<file path="src/rtl/core/bnms_pkg.sv">
// bnms_pkg: shared types and constants of the box non-max suppression block
// controller states, command and status structs, item payload structs
// no dependencies
package bnms_pkg;

	localparam int RESULT_LIMIT = 64;
	localparam logic [10:0] THR_RESET = 11'd461;

	typedef enum logic [4:0] {
		ST_LOAD,
		ST_SORT_INIT,
		ST_SORT_RD,
		ST_SORT_LAT,
		ST_SORT_RUN,
		ST_SORT_WR,
		ST_NMS_INIT,
		ST_NMS_RD,
		ST_NMS_RDA,
		ST_NMS_LAT,
		ST_NMS_RUN,
		ST_NMS_NEXT,
		ST_OUT_START,
		ST_OUT_RD,
		ST_OUT_RDB,
		ST_OUT_LOAD,
		ST_DONE
	} state_t;

	typedef struct packed {
		logic load_en;
		logic init_i;
		logic sort_rd;
		logic sort_lat;
		logic sort_run;
		logic rank_wr;
		logic next_i;
		logic nms_lat_a;
		logic nms_run;
		logic out_load;
		logic clear_set;
	} cmd_t;

	typedef struct packed {
		logic close;
		logic n_zero;
		logic i_last;
		logic run_done;
		logic supp_i;
		logic out_free;
		logic out_last;
	} stat_t;

	typedef struct packed {
		logic [15:0] center_x;
		logic [15:0] center_y;
		logic [15:0] box_width;
		logic [15:0] box_height;
		logic [15:0] score;
		logic [6:0]  label;
		logic        final_box;
	} box_t;

	typedef struct packed {
		logic [15:0] kept_x;
		logic [15:0] kept_y;
		logic [15:0] kept_width;
		logic [15:0] kept_height;
		logic [15:0] kept_score;
		logic [6:0]  kept_label;
		logic        dropped_some;
		logic        final_kept;
	} kept_t;

endpackage

</file>
<file path="src/rtl/core/bnms_ctrl.sv">
// bnms_ctrl: sequencer for load, rank sort, suppression sweep and output
// uses bnms_pkg state, command and status types
module bnms_ctrl (
	input  logic           clk,
	input  logic           arst_n,
	input  bnms_pkg::stat_t stat,
	output bnms_pkg::cmd_t  cmd
);
	import bnms_pkg::*;

	state_t state_q, state_d;

	always_ff @(posedge clk or negedge arst_n) begin
		if (!arst_n) begin
			state_q <= ST_LOAD;
		end else begin
			state_q <= state_d;
		end
	end

	always_comb begin
		state_d = state_q;
		unique case (state_q)
			ST_LOAD:      if (stat.close) state_d = ST_SORT_INIT;
			ST_SORT_INIT: state_d = stat.n_zero ? ST_DONE : ST_SORT_RD;
			ST_SORT_RD:   state_d = ST_SORT_LAT;
			ST_SORT_LAT:  state_d = ST_SORT_RUN;
			ST_SORT_RUN:  if (stat.run_done) state_d = ST_SORT_WR;
			ST_SORT_WR:   state_d = stat.i_last ? ST_NMS_INIT : ST_SORT_RD;
			ST_NMS_INIT:  state_d = ST_NMS_RD;
			ST_NMS_RD:    state_d = ST_NMS_RDA;
			ST_NMS_RDA:   state_d = stat.supp_i ? ST_NMS_NEXT : ST_NMS_LAT;
			ST_NMS_LAT:   state_d = ST_NMS_RUN;
			ST_NMS_RUN:   if (stat.run_done) state_d = ST_NMS_NEXT;
			ST_NMS_NEXT:  state_d = stat.i_last ? ST_OUT_START : ST_NMS_RD;
			ST_OUT_START: state_d = ST_OUT_RD;
			ST_OUT_RD:    state_d = ST_OUT_RDB;
			ST_OUT_RDB:   state_d = stat.supp_i ? ST_OUT_RD : ST_OUT_LOAD;
			ST_OUT_LOAD: begin
				if (stat.out_free) state_d = stat.out_last ? ST_DONE : ST_OUT_RD;
			end
			ST_DONE:      state_d = ST_LOAD;
			default:      state_d = ST_LOAD;
		endcase
	end

	always_comb begin
		cmd = '0;
		unique case (state_q)
			ST_LOAD:      cmd.load_en = 1'b1;
			ST_SORT_INIT: cmd.init_i = 1'b1;
			ST_SORT_RD:   cmd.sort_rd = 1'b1;
			ST_SORT_LAT:  cmd.sort_lat = 1'b1;
			ST_SORT_RUN:  cmd.sort_run = 1'b1;
			ST_SORT_WR: begin
				cmd.rank_wr = 1'b1;
				cmd.next_i = 1'b1;
			end
			ST_NMS_INIT:  cmd.init_i = 1'b1;
			ST_NMS_RD:    cmd = '0;
			ST_NMS_RDA:   cmd = '0;
			ST_NMS_LAT:   cmd.nms_lat_a = 1'b1;
			ST_NMS_RUN:   cmd.nms_run = 1'b1;
			ST_NMS_NEXT:  cmd.next_i = 1'b1;
			ST_OUT_START: cmd.init_i = 1'b1;
			ST_OUT_RD:    cmd = '0;
			ST_OUT_RDB:   cmd.next_i = stat.supp_i;
			ST_OUT_LOAD:  cmd.out_load = 1'b1;
			ST_DONE:      cmd.clear_set = 1'b1;
			default:      cmd = '0;
		endcase
	end

endmodule

</file>
<file path="config.mk">
export PLATFORM = sky130hd
export DESIGN_NAME = bnms_ctrl
export DESIGN_NICKNAME = d
export VERILOG_FILES = /design/src/rtl/core/bnms_pkg.sv /design/src/rtl/core/bnms_ctrl.sv
export SDC_FILE = /design/constraint.sdc
export NUM_CORES = 1
export LEC_CHECK = 0
export BUFFER_PORTS_ARGS = -buffer_cell sky130_fd_sc_hd__buf_2
export CAP_MARGIN = 20
export CORE_AREA = 2 2 39 41
export DETAILED_ROUTE_END_ITERATION = 8
export DIE_AREA = 0 0 41 43
export GPL_TIMING_DRIVEN = 0
export HOLD_SLACK_MARGIN = 0.1
export PLACE_DENSITY = 0.69
export SETUP_SLACK_MARGIN = 0.2
export SYNTH_ARGS = -nofsm -noshare
export SYNTH_HDL_FRONTEND = slang
export SYNTH_SLANG_ARGS = --single-unit
export TNS_END_PERCENT = 100
</file>
<file path="constraint.sdc">
create_clock -name clk -period 3.4 [get_ports clk]
set_input_delay 0.51 -clock clk [delete_from_list [all_inputs] [get_ports clk]]
set_output_delay 0.51 -clock clk [all_outputs]
set_load 0.005 [all_outputs]
</file>
==> flow_metrics.tcl, run 1 <==
set metrics [dict create \
    syn_nets 86 \
    synthXorXnorAreaFrac 0 \
    clkPwrFrac 0.118 \
    post-route-min-period_ns 2.093 \
    wl_um 1388 \
    synth.yosys.seq_area_share 0.2309 \
    fmax_mhz 477.7 \
    power_frac_seq 0.193 \
    antenna_cells 0 \
    crit_type "flop to output pin" \
    area_delta_synth_final_pct 27.94 \
    ys_types 28 \
    finalNetCount 111 \
    routed_via_density 5.479 \
    first_pass_iters 4 \
    setup_slack_ns 1.307 \
    cellInternalPower_uw 300.7 \
    clk_latency_ns 0.24 \
    antenna_found_initial 0 \
    yosys_warnings 0 \
    coreArea_um2 1384 \
    setup_tns_ns 0 \
    initial_core_util 0.3915 \
    synth_top_area_frac 0.2309 \
    gp_congestion 0.8332 \
    die_area_um2 1763 \
    ys_ff_latch 5 \
    layout.cells.non_filler 117 \
    cp_max_fo 10 \
    cts_tree "yes" \
    p_per_area_nw_per_um2 826.8 \
    synth_adder_area_share 0 \
    crit_slowest_cell "dfrtp_1" \
    cts_buffers 3 \
    portBuffers 19 \
    cts.clk_slew.worst_paths_ns 0.04 \
    route.detailed.drc 0 \
    worst_path_largest_cell_delay_ns 0.42 \
    report.final.slew_viol_count 0 \
    layout_common_cells "buf_2, nor2_1, a21oi_1" \
    die_h_um 43 \
    vdd_drop_max_mv 0.4193 \
    syn_area_um2 541.8 \
    postRouteAntennaNets 0 \
    finalClockSkew_ns 0.003784 \
    drt-wirelength-per-cell_um 11.86 \
    hold_slack_ns 0.5804 \
    power_switching_uw 272.4 \
    cts.sinks 5 \
    regMostFlops "state_q" \
    outcome "completed" \
    hold_path_class "input port to flop" \
    fin_area_um2 693.2 \
    synth_compound_area_frac 0.2333 \
    num_rows 14 \
    grt_pass1_wl_um 2346 \
    final_layout_size_suffix_gt1_frac 0.2772 \
    cts_resized 0 \
    ioPinCount 20 \
    p_sw_frac 0.4753 \
    layout_commonest_cell "buf_2" \
    avgSynthCellArea_um2 7.036 \
    start_kind "flop" \
    largest_reg_flops 5 \
    cts_root_buffer "clkbuf_4" \
    period_share 0.6157 \
    combPwrFrac 0.690 \
    slew_headroom 0.7158 \
    place_inst 112 \
    rsz0062_at_grt "no" \
    netlist_instances 77 \
    synthMuxAreaShare 0.01848 \
    drv_cap 0 \
    tightest_slew_ns 0.4264 \
    path_cells "buf_2 > inv_1 > nor4_1 > a21oi_1 > nor2_1 > buf_2" \
    cp-end-kind "output pin" \
    place_area_um2 656.9 \
    holdBufCountCts 1 \
    post-route-util 0.5009 \
    top_regs "state_q: 5 flops" \
    dpl.hpwl_um 1049 \
    vias 641 \
    p_leak_nw 0.3252 \
    finalHoldViolations 0 \
    first_iter_violations 9 \
    die_w_um 41 \
    finalSetupViolCount 0 \
    clock_path_buffers 2 \
    grt_usage 0.1899 \
    synth.top_cells.by_area "dfrtp_1, nor2_1, nand2b_1" \
    crit_arrival_ns 1.58 \
    regToRegSetupSlack_ns 1.82 \
    dp_slack_ns 1.575 \
    htree_levels 1 \
    synth_top_family_by_area "simple AND/OR/NAND/NOR gates" \
    cp_common_cell "buf_2" \
    gr-total-overflow 0 \
    grt_max_degree 11 \
    grt_pass1_vias 531 \
    post-cts-setup-buffers 0 \
    totalPowerFinal_uw 573.1 \
    yosys.area.top_type "dfrtp_1" \
    worstPathRequired_ns 2.89 \
    synth-simple-area-share 0.4342 \
]
==> power by group through the flow <==
stage / Combinational, mW / Clock, mW / Sequential [mW]
finish: 0.395 / 0.0676 / 0.110
global route: 0.447 / 0.0770 / 0.115
CTS: 0.394 / 0.0709 / 0.110
global placement: 0.388 / 0 / 0.111
floorplan: 0.294 / 0 / 0.104
detailed placement: 0.392 / 0 / 0.111
==> critical path: cells and delay by family, from the launching register on <==
| family | cells | cell delay (ns) |
|---|---|---|
| buf+inv | 3 | 0.50 |
| flops | 1 | 0.42 |
| simple gates | 2 | 0.36 |
| compound gates | 1 | 0.06 |
==> area by class of cell <==
class	count	area [um2]
Fill cell	153	690.7
Multi-Input combinational cell	63	371.6
Sequential cell	5	125.1
Timing Repair Buffer	20	105.1
Buffer	6	33.78
Clock buffer	4	26.28
Tap cell	16	20.02
Inverter	3	11.26
==> routing by layer <==
| metal | track usage | share of wire | up-vias |
|---|---|---|---|
| met3 | 0.06283 | 0.048 | 0 |
| met2 | 0.2719 | 0.48 | 17 |
| met4 | 0.04000 | 0 | 0 |
| met5 | 0 | 0 | - |
| met1 | 0.2721 | 0.47 | 297 |
| li1 | - | - | 327 |
==> Yosys cell counts <==
cell and number:
a211oi_1 3, a21o_1 1, a21oi_1 7, a31o_1 1, a32oi_1 1, and3b_1 1, buf_2 3, buf_6 1
clkbuf_1 2, dfrtp_1 5, inv_1 3, mux2i_1 1, nand2_1 5, nand2b_1 6, nand3_1 1, nand3b_1 2
nand4b_2 1, nor2_1 13, nor3_1 4, nor3b_1 3, nor4_1 2, o21ai_0 1, o21ai_1 3, o22ai_1 1
o2bb2ai_1 2, or2b_1 1, or3_1 2, or3_4 1
==> kinds of logic (layout without fill, tap and decap cells) <==
kind of cell / count (synthesis) / in the layout
buffers and inverters: 9 / 33
and+or+nand+nor: 42 / 42
DFF: 5 / 5
muxes: 1 / 1
AOI/OAI and AO/OA: 20 / 20
==> worst paths after layout <==
check	to	cells after the start	start
setup / recovery	cmd[9]	6	state_q[2]$_DFFE_PN0P_
hold / removal	state_q[4]$_DFFE_PN0P_	3	stat[0]
setup reg to reg	state_q[0]$_DFFE_PN0P_	5	state_q[3]$_DFFE_PN0P_
hold reg to reg	state_q[0]$_DFFE_PN0P_	4	state_q[4]$_DFFE_PN0P_
max in group asynchronous	state_q[2]$_DFFE_PN0P_	2	arst_n
min in group asynchronous	state_q[0]$_DFFE_PN0P_	2	arst_n
Power figures use the tool's default switching activity.
==> run 2: changes to the inputs <==
==> constraint.sdc (replaced) <==
create_clock -name clk -period 2 [get_ports clk]
set_input_delay 0.3 -clock clk [delete_from_list [all_inputs] [get_ports clk]]
set_output_delay 0.3 -clock clk [all_outputs]
set_load 0.005 [all_outputs]
==> run 2 against run 1 <==
Count of clock-buffer cells in the layout unchanged. Die area stayed put. Worst setup slack got worse by 1.0 ns. Largest power group unchanged. Design area is 6.7% higher. Worst hold slack got worse by 0.20 ns. Global-route usage grew 0.10 points. Non-clock buffer count rose by 3. Largest cell class unchanged. Core utilization is 3.3 points higher. Clock power up 70%. Critical path type unchanged. Register-to-register slack got worse by 1.4 ns. First-iteration DRC count up 67%. Flip-flop and latch count unchanged.
==> flow_metrics.tcl, run 2 (synthesized netlist as in run 1, its figures left out) <==
set metrics [dict create \
    p_leak_nw 0.3477 \
    drv_cap 0 \
    gr-total-overflow 0 \
    cts.sinks 5 \
    cts_root_buffer "clkbuf_4" \
    path_delay_family "simple AND/OR/NAND/NOR gates" \
    wl_um 1403 \
    grt_max_degree 11 \
    combPwrFrac 0.716 \
    path_cells "buf_6 > or3_4 > nor3b_1 > buf_2" \
    outcome "completed" \
    p_sw_frac 0.4598 \
    num_rows 14 \
    worst_path_largest_cell_delay_ns 0.39 \
    initial_core_util 0.3915 \
    postRouteAntennaNets 0 \
    clock_path_buffers 2 \
    start_kind "flop" \
    antenna_found_initial 0 \
    grt_pass1_vias 537 \
    cellInternalPower_uw 563.5 \
    worstPathRequired_ns 1.70 \
    layout_commonest_cell "buf_2" \
    post-route-min-period_ns 1.733 \
    routed_via_density 5.425 \
    tightest_slew_ns 0.2810 \
    area_delta_synth_final_pct 36.49 \
    dpl.hpwl_um 1049 \
    die_h_um 43 \
    regMostFlops "state_q" \
    r2r-end "state_q[0]$_DFFE_PN0P_" \
    rsz0062_at_grt "yes" \
    critPathBufInv 2 \
    min_from "stat[0]" \
    finalNetCount 114 \
    hold_path_class "input port to flop" \
    drt-wirelength-per-cell_um 11.69 \
    cp-end-kind "output pin" \
    period_share 0.8666 \
    power_frac_seq 0.174 \
    cts_tree "yes" \
    largest_reg_flops 5 \
    slew_headroom 0.8114 \
    first_pass_iters 4 \
    cts_buffers 3 \
    regToRegSetupSlack_ns 0.41 \
    finalSetupViolCount 0 \
    die_area_um2 1763 \
    coreArea_um2 1384 \
    vias 651 \
    cp_max_fo 9 \
    reg2reg_depth 5 \
    crit_arrival_ns 1.43 \
    report.final.slew_viol_count 0 \
    clkPwrFrac 0.110 \
    setup_tns_ns 0 \
    finalHoldViolations 0 \
    first_iter_violations 15 \
    htree_levels 1 \
    ioPinCount 20 \
    clk_latency_ns 0.24 \
    totalPowerFinal_mw 1.043 \
    cts.clk_slew.worst_paths_ns 0.04 \
    route.detailed.drc 0 \
    min_path_cells 3 \
    final_layout_size_suffix_gt1_frac 0.3365 \
    fmax_mhz 577.0 \
    holdPathEnd "state_q[4]$_DFFE_PN0P_" \
    portBuffers 19 \
    grt_usage 0.1909 \
    crit_slowest_cell "or3_4" \
    crit_type "flop to output pin" \
    grt_pass1_wl_um 2339 \
    power_switching_uw 479.6 \
    die_w_um 41 \
    vdd_drop_max_mv 0.7386 \
    p_per_area_nw_per_um2 1411 \
    top_regs "state_q: 5 flops" \
    gp_congestion 0.8332 \
    layout_common_cells "buf_2, nor2_1, a21oi_1" \
    finalClockSkew_ns 0.003833 \
    antenna_cells 0 \
    r2r-start "state_q[3]$_DFFE_PN0P_" \
]
[run 2: cell types whose count changed in the layout (fill, tap and decap cells not counted), sizes merged]
cell	before	now
buf	23	26
clkinvlp	0	1
inv	3	2
[run 2: per-layer routing]
metal  global-route usage  part of all wire  up-vias
li1                     -                 -      335
met1               0.2623              0.46      297
met2               0.2844              0.49       19
met3              0.06283             0.043        0
met4              0.04000                 0        0
met5                    0                 0        -
[run 2: how the worst max path moves through the flow]
stage | end | slack [ns] | from | cells past startpoint
2_1_floorplan | state_q[0]$_DFFE_PN0P_ | 0.51 | state_q[3]$_DFFE_PN0P_ | 5
3_3_place_gp | cmd[9] | 0.40 | state_q[2]$_DFFE_PN0P_ | 6
3_5_place_dp | cmd[9] | 0.38 | state_q[2]$_DFFE_PN0P_ | 6
4_1_cts | cmd[9] | 0.20 | state_q[3]$_DFFE_PN0P_ | 6
5_1_grt | cmd[4] | 0.18 | state_q[3]$_DFFE_PN0P_ | 6
6_report | cmd[0] | 0.27 | state_q[3]$_DFFE_PN0P_ | 4
[run 2: repair_timing]
item / CTS / global route
endpoints found under the setup margin: 1 / 7
hold buffers: 1 / 0
endpoints found under the hold margin: 5 / 0
resized for setup: 1 / 11
setup buffers: 1 / 2
[run 2: worst reg2reg max path, stage by stage (launching register included)]
cell and delay [ns]:
dfrtp_1 0.36, buf_6 0.13, or3_4 0.40, or3_1 0.35, nand4b_2 0.14, o21ai_1 0.09
[run 2: cell type report]
cell class | instances | area, um2
fill | 146 | 644.4
multi-input combinational | 63 | 377.9
timing repair buffer | 23 | 127.6
sequential | 5 | 125.1
buffer | 6 | 47.55
clock buffer | 4 | 26.28
tap | 16 | 20.02
inverter | 3 | 15.01
[run 2: power groups by stage]
stage / combinational [mW] / sequential, mW / clock, mW
detailed placement: 0.667 / 0.188 / 0
floorplan: 0.500 / 0.177 / 0
CTS: 0.687 / 0.182 / 0.121
global route: 0.841 / 0.187 / 0.131
global placement: 0.660 / 0.189 / 0
finish: 0.747 / 0.182 / 0.115
[run 2: per-stage QoR]
step	setup slack (ns)	area (um2)	hold WS, ns	instances	util
after CTS	0.2016	703.2	0.3707	118	0.5081
after global routing	0.1764	739.5	0.3939	120	0.5344
after global placement	0.3957	656.9	0.1129	112	0.4747
final	0.2668	739.5	0.3793	120	0.5344
after detailed placement	0.3849	656.9	0.1147	112	0.4747
after floorplan	0.5129	541.8	0.004409	77	-
